[src/rtl/core/assert_macros.svh]
// Assertion macros used by the RTL of the font file stream parser.
`ifndef ASSERT_MACROS_SVH
`define ASSERT_MACROS_SVH

// The consequent must hold in the same cycle as the antecedent.
`define ASSERT_SAME_CYCLE(label, clock, resetn, ante, cons, msg) \
    label: assert property (@(posedge clock) disable iff (!resetn) (ante) |-> (cons)) \
        else $error(msg);

// The consequent must hold in the cycle after the antecedent.
`define ASSERT_NEXT_CYCLE(label, clock, resetn, ante, cons, msg) \
    label: assert property (@(posedge clock) disable iff (!resetn) (ante) |=> (cons)) \
        else $error(msg);

`endif

[src/rtl/core/ffsp_pkg.sv]
// Types, codes and constants of the font file stream parser.
package ffsp_pkg;

    localparam int unsigned MAX_DIM_DEFAULT = 4096;

    typedef enum logic {
        CMD_BYTE = 1'b0,
        CMD_END  = 1'b1
    } cmd_t;

    typedef enum logic [1:0] {
        KIND_CHAR_HDR = 2'd0,
        KIND_PIXEL    = 2'd1,
        KIND_DONE     = 2'd2,
        KIND_ERROR    = 2'd3
    } kind_t;

    typedef enum logic [2:0] {
        ERR_SIGNATURE = 3'd0,
        ERR_VERSION   = 3'd1,
        ERR_NO_CHARS  = 3'd2,
        ERR_TOO_BIG   = 3'd3,
        ERR_TRUNCATED = 3'd4
    } err_t;

    typedef struct packed {
        cmd_t       command;
        logic [7:0] data_byte;
    } item_t;

    typedef struct packed {
        kind_t       kind;
        logic [15:0] char_index;
        logic [12:0] width;
        logic [12:0] height;
        logic [23:0] pixel_index;
        logic [7:0]  red;
        logic [7:0]  green;
        logic [7:0]  blue;
        logic [7:0]  alpha;
        err_t        error_code;
    } result_t;

    localparam logic [15:0] VERSION_ALPHA = 16'd1;
    localparam logic [15:0] VERSION_RGBA  = 16'd2;
    localparam logic [7:0]  FONT_HDR_LAST = 8'd255;
    localparam logic [7:0]  CHAR_HDR_LAST = 8'd31;
    localparam logic [7:0]  WHITE         = 8'hFF;

    // Signature bytes ".rfn" by position.
    function automatic logic [7:0] rfn_mark(input logic [1:0] idx);
        logic [7:0] val;
        case (idx)
            2'd0:    val = 8'h2E;
            2'd1:    val = 8'h72;
            2'd2:    val = 8'h66;
            default: val = 8'h6E;
        endcase
        return val;
    endfunction

endpackage

[src/rtl/core/font_file_stream_parser.sv]
// Streaming parser for bitmap font files, with its output buffer and checks.
//
// The parser takes one file byte, or the end command, per item and can accept an
// item in every clock cycle. Each item is decoded combinationally: one small
// state update plus, at the last byte of a character header, one 13 by 13 bit
// multiply that sets the pixel count of that character. An item causes at most one
// result item, which is written into a two-entry output buffer (output register
// plus skid register). Upstream is stalled only while that skid register is full,
// so the block keeps taking items while one result waits downstream, and with no
// downstream stall it sustains one item per cycle, each result being registered in
// the output register. The font header (256 bytes) is checked after its
// last byte: signature, then version, then character count. Each 32-byte character
// header gives width and height, each limited to MAX_DIM. Version 1 pixels are a
// single alpha byte shown as white; version 2 pixels are R, G, B, A. After an error
// all bytes are ignored until the end command, and any end command returns the
// parser to its reset state. The font complete item is given by the end command
// that follows the last character: its last pixel, or its header if it has none.
module font_file_stream_parser #(
    parameter int unsigned MAX_DIM = ffsp_pkg::MAX_DIM_DEFAULT
) (
    input  logic              clk,
    input  logic              rst_n,
    input  logic              item_valid,
    output logic              item_stall,
    input  ffsp_pkg::item_t   item,
    output logic              result_valid,
    input  logic              result_stall,
    output ffsp_pkg::result_t result
);
    import ffsp_pkg::*;

    `include "assert_macros.svh"

    localparam logic [15:0] MAX_DIM_W = 16'(MAX_DIM);

    typedef enum logic [2:0] {
        PH_FONT_HDR,
        PH_CHAR_HDR,
        PH_PIXELS,
        PH_DONE,
        PH_ERROR
    } phase_t;

    phase_t      phase_reg, phase_next;
    logic [7:0]  hdr_cnt_reg, hdr_cnt_next;
    logic        sig_ok_reg, sig_ok_next;
    logic        rgba_reg, rgba_next;
    logic [15:0] char_total_reg, char_total_next;
    logic [15:0] cur_char_reg, cur_char_next;
    logic [12:0] cur_width_reg, cur_width_next;
    logic [12:0] cur_height_reg, cur_height_next;
    logic [24:0] pixels_left_reg, pixels_left_next;
    logic [23:0] pixel_pos_reg, pixel_pos_next;
    logic [1:0]  byte_in_pixel_reg, byte_in_pixel_next;
    logic [23:0] hold_reg, hold_next;

    logic        out_valid_reg, out_valid_next;
    result_t     out_reg, out_next;
    logic        skid_valid_reg, skid_valid_next;
    result_t     skid_reg, skid_next;

    logic        accept;
    logic        res_valid;
    result_t     res;
    logic [15:0] dim_word;
    logic [15:0] next_char_idx;
    logic [24:0] left_dec;
    logic [25:0] area;
    logic        out_pop;

    assign accept        = item_valid && !item_stall;
    assign item_stall    = skid_valid_reg;
    assign result_valid  = out_valid_reg;
    assign result        = out_reg;
    assign next_char_idx = cur_char_reg + 16'd1;
    assign left_dec      = pixels_left_reg - 25'd1;
    assign area          = cur_width_reg * cur_height_reg;
    assign out_pop       = out_valid_reg && !result_stall;

    // Parser state update and result for the accepted item.
    always_comb
    begin
        phase_next         = phase_reg;
        hdr_cnt_next       = hdr_cnt_reg;
        sig_ok_next        = sig_ok_reg;
        rgba_next          = rgba_reg;
        char_total_next    = char_total_reg;
        cur_char_next      = cur_char_reg;
        cur_width_next     = cur_width_reg;
        cur_height_next    = cur_height_reg;
        pixels_left_next   = pixels_left_reg;
        pixel_pos_next     = pixel_pos_reg;
        byte_in_pixel_next = byte_in_pixel_reg;
        hold_next          = hold_reg;
        res_valid          = 1'b0;
        res                = '0;
        dim_word           = '0;

        if (accept) begin
            if (item.command == CMD_END) begin
                if (phase_reg == PH_DONE) begin
                    res_valid = 1'b1;
                    res.kind  = KIND_DONE;
                end else if (phase_reg != PH_ERROR) begin
                    res_valid       = 1'b1;
                    res.kind        = KIND_ERROR;
                    res.char_index  = cur_char_reg;
                    res.error_code  = ERR_TRUNCATED;
                end
                phase_next         = PH_FONT_HDR;
                hdr_cnt_next       = '0;
                sig_ok_next        = 1'b1;
                rgba_next          = 1'b0;
                char_total_next    = '0;
                cur_char_next      = '0;
                cur_width_next     = '0;
                cur_height_next    = '0;
                pixels_left_next   = '0;
                pixel_pos_next     = '0;
                byte_in_pixel_next = '0;
                hold_next          = '0;
            end else begin
                unique case (phase_reg)
                    PH_FONT_HDR:
                    begin
                        if (hdr_cnt_reg < 8'd4) begin
                            if (item.data_byte != rfn_mark(hdr_cnt_reg[1:0])) begin
                                sig_ok_next = 1'b0;
                            end
                        end else if (hdr_cnt_reg == 8'd4) begin
                            hold_next = {16'd0, item.data_byte};
                        end else if (hdr_cnt_reg == 8'd5) begin
                            hold_next = {8'd0, item.data_byte, hold_reg[7:0]};
                        end else if (hdr_cnt_reg == 8'd6) begin
                            char_total_next = {8'd0, item.data_byte};
                        end else if (hdr_cnt_reg == 8'd7) begin
                            char_total_next = {item.data_byte, char_total_reg[7:0]};
                        end

                        if (hdr_cnt_reg == FONT_HDR_LAST) begin
                            hdr_cnt_next = '0;
                            hold_next    = '0;
                            if (!sig_ok_reg) begin
                                res_valid      = 1'b1;
                                res.kind       = KIND_ERROR;
                                res.char_index = cur_char_reg;
                                res.error_code = ERR_SIGNATURE;
                                phase_next     = PH_ERROR;
                            end else if (hold_reg[15:0] != VERSION_ALPHA &&
                                         hold_reg[15:0] != VERSION_RGBA) begin
                                res_valid      = 1'b1;
                                res.kind       = KIND_ERROR;
                                res.char_index = cur_char_reg;
                                res.error_code = ERR_VERSION;
                                phase_next     = PH_ERROR;
                            end else if (char_total_reg == 16'd0) begin
                                res_valid      = 1'b1;
                                res.kind       = KIND_ERROR;
                                res.char_index = cur_char_reg;
                                res.error_code = ERR_NO_CHARS;
                                phase_next     = PH_ERROR;
                            end else begin
                                rgba_next     = (hold_reg[15:0] == VERSION_RGBA);
                                cur_char_next = '0;
                                phase_next    = PH_CHAR_HDR;
                            end
                        end else begin
                            hdr_cnt_next = hdr_cnt_reg + 8'd1;
                        end
                    end

                    PH_CHAR_HDR:
                    begin
                        if (hdr_cnt_reg == 8'd0) begin
                            hold_next = {16'd0, item.data_byte};
                        end else if (hdr_cnt_reg == 8'd1) begin
                            dim_word = {item.data_byte, hold_reg[7:0]};
                            if (dim_word > MAX_DIM_W) begin
                                hold_next = hold_reg | 24'h010000;
                            end else begin
                                cur_width_next = dim_word[12:0];
                            end
                        end else if (hdr_cnt_reg == 8'd2) begin
                            hold_next = {hold_reg[23:16], item.data_byte, hold_reg[7:0]};
                        end else if (hdr_cnt_reg == 8'd3) begin
                            dim_word = {item.data_byte, hold_reg[15:8]};
                            if (dim_word > MAX_DIM_W) begin
                                hold_next = hold_reg | 24'h020000;
                            end else begin
                                cur_height_next = dim_word[12:0];
                            end
                        end

                        if (hdr_cnt_reg == CHAR_HDR_LAST) begin
                            hdr_cnt_next = '0;
                            res_valid    = 1'b1;
                            if (hold_reg[17:16] != 2'b00) begin
                                res.kind       = KIND_ERROR;
                                res.char_index = cur_char_reg;
                                res.error_code = ERR_TOO_BIG;
                                phase_next     = PH_ERROR;
                            end else begin
                                hold_next          = '0;
                                res.kind           = KIND_CHAR_HDR;
                                res.char_index     = cur_char_reg;
                                res.width          = cur_width_reg;
                                res.height         = cur_height_reg;
                                pixels_left_next   = area[24:0];
                                pixel_pos_next     = '0;
                                byte_in_pixel_next = '0;
                                if (cur_width_reg == 13'd0 || cur_height_reg == 13'd0) begin
                                    cur_char_next = next_char_idx;
                                    phase_next    = (next_char_idx == char_total_reg) ?
                                                    PH_DONE : PH_CHAR_HDR;
                                end else begin
                                    phase_next = PH_PIXELS;
                                end
                            end
                        end else begin
                            hdr_cnt_next = hdr_cnt_reg + 8'd1;
                        end
                    end

                    PH_PIXELS:
                    begin
                        if (rgba_reg && byte_in_pixel_reg != 2'd3) begin
                            case (byte_in_pixel_reg)
                                2'd0:    hold_next = {hold_reg[23:8], item.data_byte};
                                2'd1:    hold_next = {hold_reg[23:16], item.data_byte,
                                                      hold_reg[7:0]};
                                default: hold_next = {item.data_byte, hold_reg[15:0]};
                            endcase
                            byte_in_pixel_next = byte_in_pixel_reg + 2'd1;
                        end else begin
                            res_valid       = 1'b1;
                            res.kind        = KIND_PIXEL;
                            res.char_index  = cur_char_reg;
                            res.pixel_index = pixel_pos_reg;
                            res.alpha       = item.data_byte;
                            if (rgba_reg) begin
                                res.red            = hold_reg[7:0];
                                res.green          = hold_reg[15:8];
                                res.blue           = hold_reg[23:16];
                                byte_in_pixel_next = '0;
                                hold_next          = '0;
                            end else begin
                                res.red   = WHITE;
                                res.green = WHITE;
                                res.blue  = WHITE;
                            end
                            pixel_pos_next   = pixel_pos_reg + 24'd1;
                            pixels_left_next = left_dec;
                            if (left_dec == 25'd0) begin
                                cur_char_next = next_char_idx;
                                hdr_cnt_next  = '0;
                                hold_next     = '0;
                                phase_next    = (next_char_idx == char_total_reg) ?
                                                PH_DONE : PH_CHAR_HDR;
                            end
                        end
                    end

                    PH_DONE, PH_ERROR:
                    begin
                        // Bytes after the last character or after an error are dropped.
                    end

                    default:
                    begin
                        phase_next = PH_ERROR;
                    end
                endcase
            end
        end
    end

    // Two-entry output buffer: the skid register catches a result produced while
    // the output register is held by a downstream stall.
    always_comb
    begin
        out_valid_next  = out_valid_reg;
        out_next        = out_reg;
        skid_valid_next = skid_valid_reg;
        skid_next       = skid_reg;

        if (skid_valid_reg) begin
            if (out_pop || !out_valid_reg) begin
                out_valid_next  = 1'b1;
                out_next        = skid_reg;
                skid_valid_next = 1'b0;
            end
        end else if (!out_valid_reg || out_pop) begin
            out_valid_next = res_valid;
            out_next       = res;
        end else if (res_valid) begin
            skid_valid_next = 1'b1;
            skid_next       = res;
        end
    end

    always_ff @(posedge clk or negedge rst_n)
    begin
        if (!rst_n) begin
            phase_reg         <= PH_FONT_HDR;
            hdr_cnt_reg       <= '0;
            sig_ok_reg        <= 1'b1;
            rgba_reg          <= 1'b0;
            char_total_reg    <= '0;
            cur_char_reg      <= '0;
            cur_width_reg     <= '0;
            cur_height_reg    <= '0;
            pixels_left_reg   <= '0;
            pixel_pos_reg     <= '0;
            byte_in_pixel_reg <= '0;
            hold_reg          <= '0;
            out_valid_reg     <= 1'b0;
            skid_valid_reg    <= 1'b0;
        end else begin
            phase_reg         <= phase_next;
            hdr_cnt_reg       <= hdr_cnt_next;
            sig_ok_reg        <= sig_ok_next;
            rgba_reg          <= rgba_next;
            char_total_reg    <= char_total_next;
            cur_char_reg      <= cur_char_next;
            cur_width_reg     <= cur_width_next;
            cur_height_reg    <= cur_height_next;
            pixels_left_reg   <= pixels_left_next;
            pixel_pos_reg     <= pixel_pos_next;
            byte_in_pixel_reg <= byte_in_pixel_next;
            hold_reg          <= hold_next;
            out_valid_reg     <= out_valid_next;
            skid_valid_reg    <= skid_valid_next;
        end
    end

    always_ff @(posedge clk)
    begin
        out_reg  <= out_next;
        skid_reg <= skid_next;
    end

    `ASSERT_SAME_CYCLE(a_skid_behind_out, clk, rst_n,
        skid_valid_reg, out_valid_reg,
        "skid register full while output register is empty")
    `ASSERT_SAME_CYCLE(a_pixels_pending, clk, rst_n,
        phase_reg == PH_PIXELS, pixels_left_reg != 25'd0,
        "pixel phase with no pixels left")
    `ASSERT_SAME_CYCLE(a_alpha_only_bytes, clk, rst_n,
        !rgba_reg, byte_in_pixel_reg == 2'd0,
        "byte count inside a pixel moved for a one-byte pixel format")
    `ASSERT_SAME_CYCLE(a_color_byte_silent, clk, rst_n,
        accept && item.command == CMD_BYTE && phase_reg == PH_PIXELS &&
        rgba_reg && byte_in_pixel_reg != 2'd3,
        !res_valid,
        "color byte of a pixel produced a result")
    `ASSERT_NEXT_CYCLE(a_error_sticks, clk, rst_n,
        phase_reg == PH_ERROR && !(accept && item.command == CMD_END),
        phase_reg == PH_ERROR,
        "left the error phase without an end command")

endmodule

[config.mk]
export PLATFORM = sky130hd
export DESIGN_NAME = font_file_stream_parser
export DESIGN_NICKNAME = d
export VERILOG_FILES = /design/src/rtl/core/ffsp_pkg.sv /design/src/rtl/core/font_file_stream_parser.sv
export VERILOG_INCLUDE_DIRS = /design/src /design/src/rtl/core
export SDC_FILE = /design/constraint.sdc
export NUM_CORES = 1
export LEC_CHECK = 0
export BUFFER_PORTS_ARGS = -buffer_cell sky130_fd_sc_hd__buf_2
export CAP_MARGIN = 20
export CORE_ASPECT_RATIO = 0.6
export CORE_UTILIZATION = 60
export DETAILED_ROUTE_END_ITERATION = 16
export MAX_ROUTING_LAYER = met4
export PLACE_DENSITY = 0.78
export SLEW_MARGIN = 20
export SYNTH_ARGS = -nofsm -noshare
export SYNTH_HDL_FRONTEND = slang
export SYNTH_SLANG_ARGS = --single-unit
export TNS_END_PERCENT = 30
[constraint.sdc]
create_clock -name clk -period 15.1 [get_ports clk]
set_input_delay 1.51 -clock clk [delete_from_list [all_inputs] [get_ports clk]]
set_output_delay 1.51 -clock clk [all_outputs]
set_load 0.01 [all_outputs]
## Word-level counts from Yosys, hierarchy flattened

Cells that the tools add are included.

| storage, ports and cells | value |
|---|---|
| output and inout bits | 105 |
| bits in registers | 354 |
| bits of input ports | 13 |
| word-level logic and storage cells | 293 |

| operators by class | value |
|---|---|
| add/sub/neg operators | 5 |
| bitwise logic cells | 2 |
| muxes and demuxes | 147 |
| multiply operators | 1 |
| reduce and logical (&&, ||, !) cells | 46 |
| equality and inequality tests | 52 |
| order comparisons | 3 |

Operators with widths:

| kind | count |
|---|---|
| two-way mux 103 bit | 4 |
| two-way mux 24 bit | 16 |
| two-way mux 16 bit | 18 |
| two-way mux 18 bit | 11 |
| two-way mux 13 bit | 12 |
| two-way mux 56 bit | 2 |
| two-way mux 25 bit | 4 |
| case mux 24 bit (2 select lines) | 2 |
| two-way mux 82 bit | 1 |
| two-way mux 8 bit | 9 |
| case mux 24 bit (3 select lines) | 1 |
| case mux 18 bit (3 select lines) | 1 |
| two-way mux 26 bit | 2 |
| case mux 25 bit (2 select lines) | 1 |
| case mux 16 bit (3 select lines) | 1 |
| two-way mux 44 bit | 1 |
| two-way mux 3 bit | 12 |
| two-way mux 17 bit | 2 |
| equality test 8 x 3 -> 1 bit (second input constant) | 4 |
| greater-than comparator 16 x 13 -> 1 bit (second input constant) | 2 |
| inequality test 3 bit (second input constant) | 10 |
| two-way mux 2 bit | 14 |
| AND reduction 7 bit | 4 |
| two-way mux 1 bit | 27 |
| 50 further kinds | 95 |

## Longest topological paths before layout

Gate-level depths: netlist (run 1).

| logic depth | value |
|---|---|
| word-level depth | 11 |
| mapped depth | 21 |
| mapped depth without buffers | 20 |

## Least setup slack after synthesis (run 1)

OpenSTA, ideal clock, no wires.

| path | value |
|---|---|
| kind | input to register |
| start point | input result_stall |
| end point | register skid_reg[0] (netlist name) (enable) |
| path slack | 3.051 ns |
| path buffers | 0 |
| arrival | 11.358 ns |
| library setup time | 0.691 ns |
| data required time | 14.409 ns |
| stages on the path | 2 |
| path through | nand2_1 > nor3_1 |

| on the way | value |
|---|---|
| longest elaborated chain between the ends | 5 |

RTL lines:

| item | line | source |
|---|---|---|
| start, declared | font_file_stream_parser.sv:27 | `input logic result_stall,` |
| logical NOT 1 bit | font_file_stream_parser.sv:78 | `assign out_pop = out_valid_reg && !result_stall;` |
| logical AND 1 bit | font_file_stream_parser.sv:78 |  |
| logical OR 1 bit | font_file_stream_parser.sv:292 | `end else if (!out_valid_reg \|\| out_pop) begin` |
| inverter 1 bit (no line) | -- |  |
| AND reduction 3 bit (no line) | -- |  |
| end signal, assigned | font_file_stream_parser.sv:339 | `skid_reg <= skid_next;` |
| end, declared | font_file_stream_parser.sv:60 | `result_t skid_reg, skid_next;` |

No other way between the ends.
A chain may end at the register's enable or synchronous reset.

## Worst setup path after layout (run 1)

| path | value |
|---|---|
| start point | register cur_height_reg[4] |
| end point | register pixels_left_reg[24] |

| on the way | value |
|---|---|
| longest elaborated chain between the ends | 5 |

RTL lines:

| item | line | source |
|---|---|---|
| start, declared | font_file_stream_parser.sv:51 | `logic [12:0] cur_height_reg, cur_height_next;` |
| start signal, assigned | font_file_stream_parser.sv:326 | `cur_height_reg <= cur_height_next;` |
| multiplier 13 x 13 -> 25 bit | font_file_stream_parser.sv:77 | `assign area = cur_width_reg * cur_height_reg;` |
| two-way mux 25 bit | font_file_stream_parser.sv:197 | `if (hold_reg[17:16] != 2'b00) begin` |
| two-way mux 25 bit | font_file_stream_parser.sv:194 | `if (hdr_cnt_reg == CHAR_HDR_LAST) begin` |
| case mux 25 bit (2 select lines) | font_file_stream_parser.sv:123 | `unique case (phase_reg)` |
| two-way mux 25 bit | font_file_stream_parser.sv:100 | `if (item.command == CMD_END) begin` |
| end signal, assigned | font_file_stream_parser.sv:327 | `pixels_left_reg <= pixels_left_next;` |
| end, declared | font_file_stream_parser.sv:52 | `logic [24:0] pixels_left_reg, pixels_left_next;` |

No other way between the ends. The select of a mux whose other input is x is not followed.

==> results of run 1 <==
[critical path, stage by stage, from the launching register on]
cell	delay [ns]
dfrtp_1	0.85
nand2_1	0.20
fa_1	0.56
fa_1	0.52
inv_1	0.05
fa_1	0.45
fa_1	0.58
inv_1	0.07
fa_1	0.51
inv_1	0.05
ha_1	0.37
and3_1	0.22
a221o_1	0.36
a2111oi_0	0.55
a31oi_1	0.27
a221o_1	0.43
a21oi_1	0.18
xnor2_1	0.14
o22ai_1	0.11
[area by class of cell]
type                    instances  area [µm²]
clock buffers                  46         947
clock inverters                15        80.1
fillers                      2850       12200
inverters                     220         826
multi-input cells            1509       11200
flip-flops and latches        354        9890
well taps                     504         631
repair buffers                144         795
[per-stage QoR]
step,power [mW],hold slack [ns],utilization (%),std cells
after floorplan,1.54,0.442,-,2207
after global placement,1.72,0.465,63.9,2731
after detailed placement,1.74,0.480,63.9,2731
after CTS,2.55,0.488,66.7,2792
after global routing,2.66,0.511,66.7,2792
final,2.56,0.490,66.7,2792
[Yosys cell counts (all sizes together), types with 7 or more instances]
master	count	share of area, %
inv	220	3.7
nand2	218	3.7
edfxtp	206	28
and2	156	4.4
o21ai	153	3.4
dfrtp	147	16
fa	120	11
nor2	116	1.9
clkbuf	111	1.9
a21oi	97	2.2
a21o	96	3.2
ha	81	4.5
o31ai	38	1.3
nand3	37	0.83
xnor2	37	1.4
nor3	33	0.78
nor4	33	1.1
xor2	26	1.0
nand2b	25	0.70
nand4	24	0.74
a22o	20	0.78
mux2	20	1.0
mux2i	19	0.85
a31oi	17	0.48
and3	16	0.45
nor2b	14	0.39
buf	13	0.32
or3	12	0.34
or2	9	0.25
a221oi	8	0.31
o21a	7	0.23
[kinds of logic (layout without fill, tap and decap cells)]
kind of cell | Yosys count | count (layout) | share of synthesized area [%]
AO/OA/AOI/OAI | 488 | 488 | 13.9
XOR/XNOR | 63 | 63 | 2.47
adder cells (fa/ha/maj) | 201 | 201 | 15.3
buffers and inverters | 344 | 425 | 5.88
flip-flops | 354 | 354 | 44.2
multiplexers | 39 | 39 | 1.86
AND/OR/NAND/NOR | 718 | 718 | 16.5
[power by group through the flow]
stage                     Clock, mW  Combinational, mW  Sequential [mW]
after detailed placement          0              0.525             1.21
after global placement            0              0.518             1.21
after global routing          0.862              0.596             1.20
final                         0.823              0.544             1.20
after floorplan                   0              0.355             1.19
after CTS                     0.830              0.531             1.19
[layout by cell type (no fill, tap or decap), drive strengths merged, types with 46 or more instances in the layout]
cell	Yosys	layout
inv	220	221
nand2	218	218
edfxtp	206	206
and2	156	156
o21ai	153	153
dfrtp	147	147
buf	13	144
fa	120	120
nor2	116	116
a21oi	97	97
a21o	96	96
ha	81	81
clkbuf	111	46
[worst max-delay path by stage]
stage / from / end / slack [ns] / cells after the start
2_1_floorplan: result_stall / skid_reg[0] / 3.05 / 2
3_3_place_gp: cur_height_reg[4] / pixels_left_reg[24] / 8.85 / 18
3_5_place_dp: cur_height_reg[4] / pixels_left_reg[24] / 8.67 / 18
4_1_cts: cur_height_reg[4] / pixels_left_reg[24] / 8.58 / 18
5_1_grt: cur_height_reg[4] / pixels_left_reg[24] / 8.20 / 18
6_report: cur_height_reg[4] / pixels_left_reg[24] / 8.46 / 18
[metal layers]
metal  GRT usage [%]  vias up  routed length (µm)
met4            5.21        0                 805
met2            43.9      950               24300
met5               -        -                   0
met1            51.9     8465               28900
met3            12.1       90                8090
li1                -     7740                   -
==> out/qor.csv, run 1 <==
stage,metric,value,unit
clock_tree,cts.sinks,354,
clock_tree,cts_setup_buffers,0,
power_and_ir_drop,p_int,1.74,mW
worst_hold_path,holdCritPathClass,flip-flop to flip-flop,
global_routing,grt_antenna_before_repair,0,
power_and_ir_drop,switchingPower,825,µW
cells_and_area,drive_above_1_share,10.4,%
routing,postRouteAntennaNets,0,
worst_setup_path,cp.required,15.48,ns
yosys,async_reset_ff_share,41.8,%
routing,routed_wl,62100,µm
worst_setup_path,cp.arrival,7.02,ns
cells_and_area,antenna_cells,0,
clock_tree,clk_path_buf_depth,3,
yosys,synth_edf_count,206,
worst_setup_path,critPathLaunchType,flip-flop,
power_and_ir_drop,p_per_area,105,nW/µm²
timing,slew_viol_final,0,
cells_and_area,areaGrowthSynthToFinish,8.91,%
timing,fmax,0.151,GHz
floorplanning,dieHeight,152,µm
clock_tree,worst_skew_pair.late_latency,0.54,ns
worst_setup_path,r2r-end,pixels_left_reg[24],
floorplanning,rows,54,
cells_and_area,fin_area,24400,µm²
routing,wl_per_cell,22.2,µm
status,status,completed,
timing,finalClockSkew,0.0222,ns
timing,finalHoldViolCount,0,
timing,fin_crit,6.64,ns
global_routing,grt_pass1_vias,16400,
global_routing,grt_use_total,34.2,%
placed_design,dp_slack,8.67,ns
floorplanning,die_x,251,µm
yosys,ys_seq_area_share,44.2,%
worst_hold_path,min_path_cells,1,
flow_run,cap_violations,0,
global_routing,grt_overflow_total,0,
power_and_ir_drop,p_seq_share,46.6,%
worst_setup_path,critPathKind,flip-flop to flip-flop,
worst_setup_path,rrSetupSlack,8.46,ns
timing,rsz0062_at_grt,false,
clock_tree,cts_resized,0,
placed_design,place_area,23300,µm²
power_and_ir_drop,p_clk_share,32.1,%
timing,finalSetupViolCount,0,
placed_design,finalWeightedCongestion,0.992,
routing,firstDrtPassIters,6,
yosys,netlist_instances,2207,
yosys,ys_ff_latch,354,
worst_hold_path,hold_start,hold_reg[19],
floorplanning,io_pins,118,
clock_tree,holdBufCountCts,0,
timing,worst_slew_pin_slew,1.04,ns
yosys,ys.flop_type,edfxtp_1,
clock_tree,htreeDepth,2,
routing,viasPerCell,6.18,
timing,slew_headroom,29.9,%
worst_setup_path,worst_setup_path_end_kind,flip-flop,
clock_tree,path_clk_slew,0.07,ns
placed_design,dpl.hpwl,44400,µm
power_and_ir_drop,p_sw_share,32.2,%
floorplanning,die_area,38100,µm²
routing,drc_errors,0,
yosys,avgSynthCellArea,10.1,µm²
power_and_ir_drop,combPwrFrac,21.2,%
routing,vias,17200,
timing,period_share,44.0,%
clock_tree,cts_buffers,34,
worst_setup_path,timing.rr.start,cur_height_reg[4],
clock_tree,root_buffer,clkbuf_16,
placed_design,portBuffers,117,
power_and_ir_drop,ir_drop,0.0000831,V
power_and_ir_drop,power_leakage,11.4,nW
floorplanning,core_area,36600,µm²
global_routing,grt_max_degree,97,
yosys,syn_area,22400,µm²
floorplanning,start_util,61.2,%
timing,fin_setup_tns,0,ns
worst_setup_path,cp_max_fo,16,
yosys,ys_warn_count,0,
timing,worst_slack,8.46,ns
yosys,syn_nets,2421,
clock_tree,cts_tree,yes,
yosys,yosysUniqueCellTypes,73,
worst_hold_path,holdPathEnd,hold_reg[19],
cells_and_area,nets,2477,
routing,dr.first_iter.drc_count,1867,
global_routing,grt_pass1_wl,96700,µm
worst_setup_path,r2r_cells,18,
No activity file was read; power rests on OpenSTA's default activity.
==> run 2: changes to the inputs <==
--- a/config.mk
+++ b/config.mk
@@ -9,7 +9,7 @@
 export BUFFER_PORTS_ARGS = -buffer_cell sky130_fd_sc_hd__buf_2
 export CAP_MARGIN = 20
 export CORE_ASPECT_RATIO = 0.6
-export CORE_UTILIZATION = 60
+export CORE_UTILIZATION = 57
 export DETAILED_ROUTE_END_ITERATION = 16
 export MAX_ROUTING_LAYER = met4
 export PLACE_DENSITY = 0.78
==> constraint.sdc (replaced) <==
create_clock -name clk -period 5.7 [get_ports clk]
set_input_delay 0.57 -clock clk [delete_from_list [all_inputs] [get_ports clk]]
set_output_delay 0.57 -clock clk [all_outputs]
set_load 0.01 [all_outputs]
==> run 2 against run 1 <==
Against the previous run: the flow now finishes with violations (setup timing); maximum frequency up 16%; sequential share of layout area down 1.7 points; clock skew up 0.0073 ns; critical path depth grew 1; power rose to 2.8 times the previous value; design area up 4.4%; highest routed layer unchanged.
==> out/qor.csv, run 2 (synthesized netlist as in run 1, its figures left out) <==
stage,metric,value,unit
placed_design,dp_slack,-0.0627,ns
clock_tree,cts_buffers,35,
timing,slew_headroom,34.6,%
floorplanning,die_x,258,µm
cells_and_area,multiInputGateArea,11300,µm²
worst_setup_path,r2r-end,pixels_left_reg[24],
status,status,"finished, violations left",
worst_setup_path,cp-endpoint,pixels_left_reg[24],
routing,routed_wl,62100,µm
clock_tree,htreeDepth,2,
cells_and_area,drive_above_1_share,15.4,%
timing,fin_setup_tns,-0.0561,ns
worst_setup_path,path_buf_inv,4,
timing,period_share,101,%
global_routing,grt_pass1_wl,97400,µm
timing,rsz0062_at_grt,true,
worst_setup_path,slowest_stage,fa_1,
cells_and_area,nets,2568,
cells_and_area,seq_area,9900,µm²
floorplanning,dieHeight,155,µm
worst_setup_path,rrSetupSlack,-0.04,ns
timing,worst_slack,-0.0423,ns
routing,viasPerCell,6.08,
worst_setup_path,cp_max_fo,4,
timing,hold_slack,0.102,ns
timing,finalHoldViolCount,0,
worst_setup_path,cp.arrival,6.14,ns
power_and_ir_drop,ir_drop,0.000233,V
clock_tree,path_clk_slew,0.07,ns
global_routing,grt_overflow_total,0,
timing,finalClockSkew,0.0295,ns
floorplanning,core_area,38200,µm²
power_and_ir_drop,p_per_area,286,nW/µm²
worst_setup_path,cp.depth,19,
worst_setup_path,startpoint,cur_height_reg[12],
global_routing,grt_use_total,32.4,%
global_routing,grt_antenna_before_repair,3,
worst_setup_path,worstPathCellList,buf_4 -> and2_1 -> fa_1 -> fa_1 -> fa_2 -> fa_1 -> inv_1 -> fa_1 -> inv_1 -> ha_4 -> and3_4 -> a221o_1 -> a2111oi_4 -> buf_4 -> a31oi_4 -> a221o_1 -> a21oi_2 -> xnor2_1 -> o22ai_1,
placed_design,portBuffers,117,
placed_design,finalWeightedCongestion,1.00,
cells_and_area,fill_cells,2939,
routing,firstDrtPassIters,6,
timing,worst_slew_pin_slew,0.978,ns
flow_run,cap_violations,0,
timing,slew_viol_final,0,
clock_tree,root_buffer,clkbuf_16,
timing,fmax,0.174,GHz
cells_and_area,final_common_cell,nand2_1,
clock_tree,cts.sinks,354,
worst_setup_path,cp.required,6.10,ns
worst_setup_path,timing.rr.start,cur_height_reg[12],
cells_and_area,finish.utilization,66.6,%
worst_setup_path,critPathLaunchType,flip-flop,
worst_setup_path,cpMostUsedCell,fa_1,
timing,finalSetupViolCount,2,
floorplanning,die_area,40100,µm²
routing,dr.first_iter.drc_count,2047,
cells_and_area,areaGrowthSynthToFinish,13.6,%
routing,postRouteAntennaNets,0,
worst_setup_path,r2r_cells,19,
clock_tree,cts_tree,yes,
floorplanning,rows,55,
worst_setup_path,critPathMaxStageDelay,0.57,ns
routing,vias,17600,
power_and_ir_drop,power_leakage,12.0,nW
global_routing,grt_pass1_vias,16800,
routing,wl_per_cell,21.4,µm
worst_hold_path,holdCritPathClass,input pin to asynchronous set/reset pin,
floorplanning,start_util,58.6,%
clock_tree,worst_skew_pair.late_latency,0.55,ns
placed_design,place_area,24000,µm²
worst_setup_path,crit_family,adder cells,
status,failed_checks,setup timing,
worst_setup_path,worst_setup_path_end_kind,flip-flop,
placed_design,dpl.hpwl,44800,µm
cells_and_area,final_cell_mix,"nand2_1 (217), inv_1 (216), edfxtp_1 (206)",
clock_tree,clk_path_buf_depth,3,
global_routing,grt_max_degree,84,
floorplanning,io_pins,118,
worst_setup_path,critPathKind,flip-flop to flip-flop,
routing,drc_errors,0,
clock_tree,holdBufCountCts,0,
timing,fin_crit,5.74,ns
cells_and_area,fin_area,25400,µm²
-- run 2: layout make-up --
cell class / instances / share of cell area [%]
repair buffers: 234 / 5.83
well taps: 513 / 2.52
clock inverters: 22 / 1.17
inverters: 220 / 3.25
multi-input cells: 1509 / 44.5
clock buffers: 42 / 3.79
diodes: 1 / 0.00984
flip-flops and latches: 354 / 38.9
-- run 2: metal layers --
| metal | part of all wire (%) | vias up | global-route usage [%] |
|---|---|---|---|
| li1 | - | 7916 | - |
| met1 | 47 | 8702 | 50.5 |
| met2 | 40 | 903 | 42.0 |
| met3 | 11 | 85 | 8.90 |
| met4 | 1.7 | 0 | 5.58 |
| met5 | 0 | - | - |
-- run 2: worst min path at each step --
stage                           start              endpoint  slack [ns]
floorplan                       rst_n  byte_in_pixel_reg[0]        0.27
global placement    pixel_pos_reg[23]     pixel_pos_reg[23]        0.46
detailed placement  pixel_pos_reg[23]     pixel_pos_reg[23]        0.47
CTS                             rst_n     char_total_reg[6]        0.13
global route                    rst_n       cur_char_reg[5]        0.15
finish                          rst_n       cur_char_reg[7]        0.10
-- run 2: timing repair --
action / in CTS / in global routing
setup endpoints to repair: 3 / 9
setup buffers: 2 / 3
resized for setup: 8 / 25
pin swaps: 8 / 23
-- run 2: per-stage QoR --
| stage | power (mW) | std cells |
|---|---|---|
| floorplan | 4.08 | 2207 |
| global placement | 4.66 | 2825 |
| detailed placement | 4.69 | 2825 |
| CTS | 7.23 | 2891 |
| global route | 7.57 | 2895 |
| finish | 7.28 | 2895 |
-- run 2: where the power goes --
part	internal [mW]	total (mW)	switching, mW	leakage [nW]
clock network	1.47	2.55	1.08	0.623
registers	2.93	3.10	0.179	4.09
logic	0.600	1.63	1.03	7.26
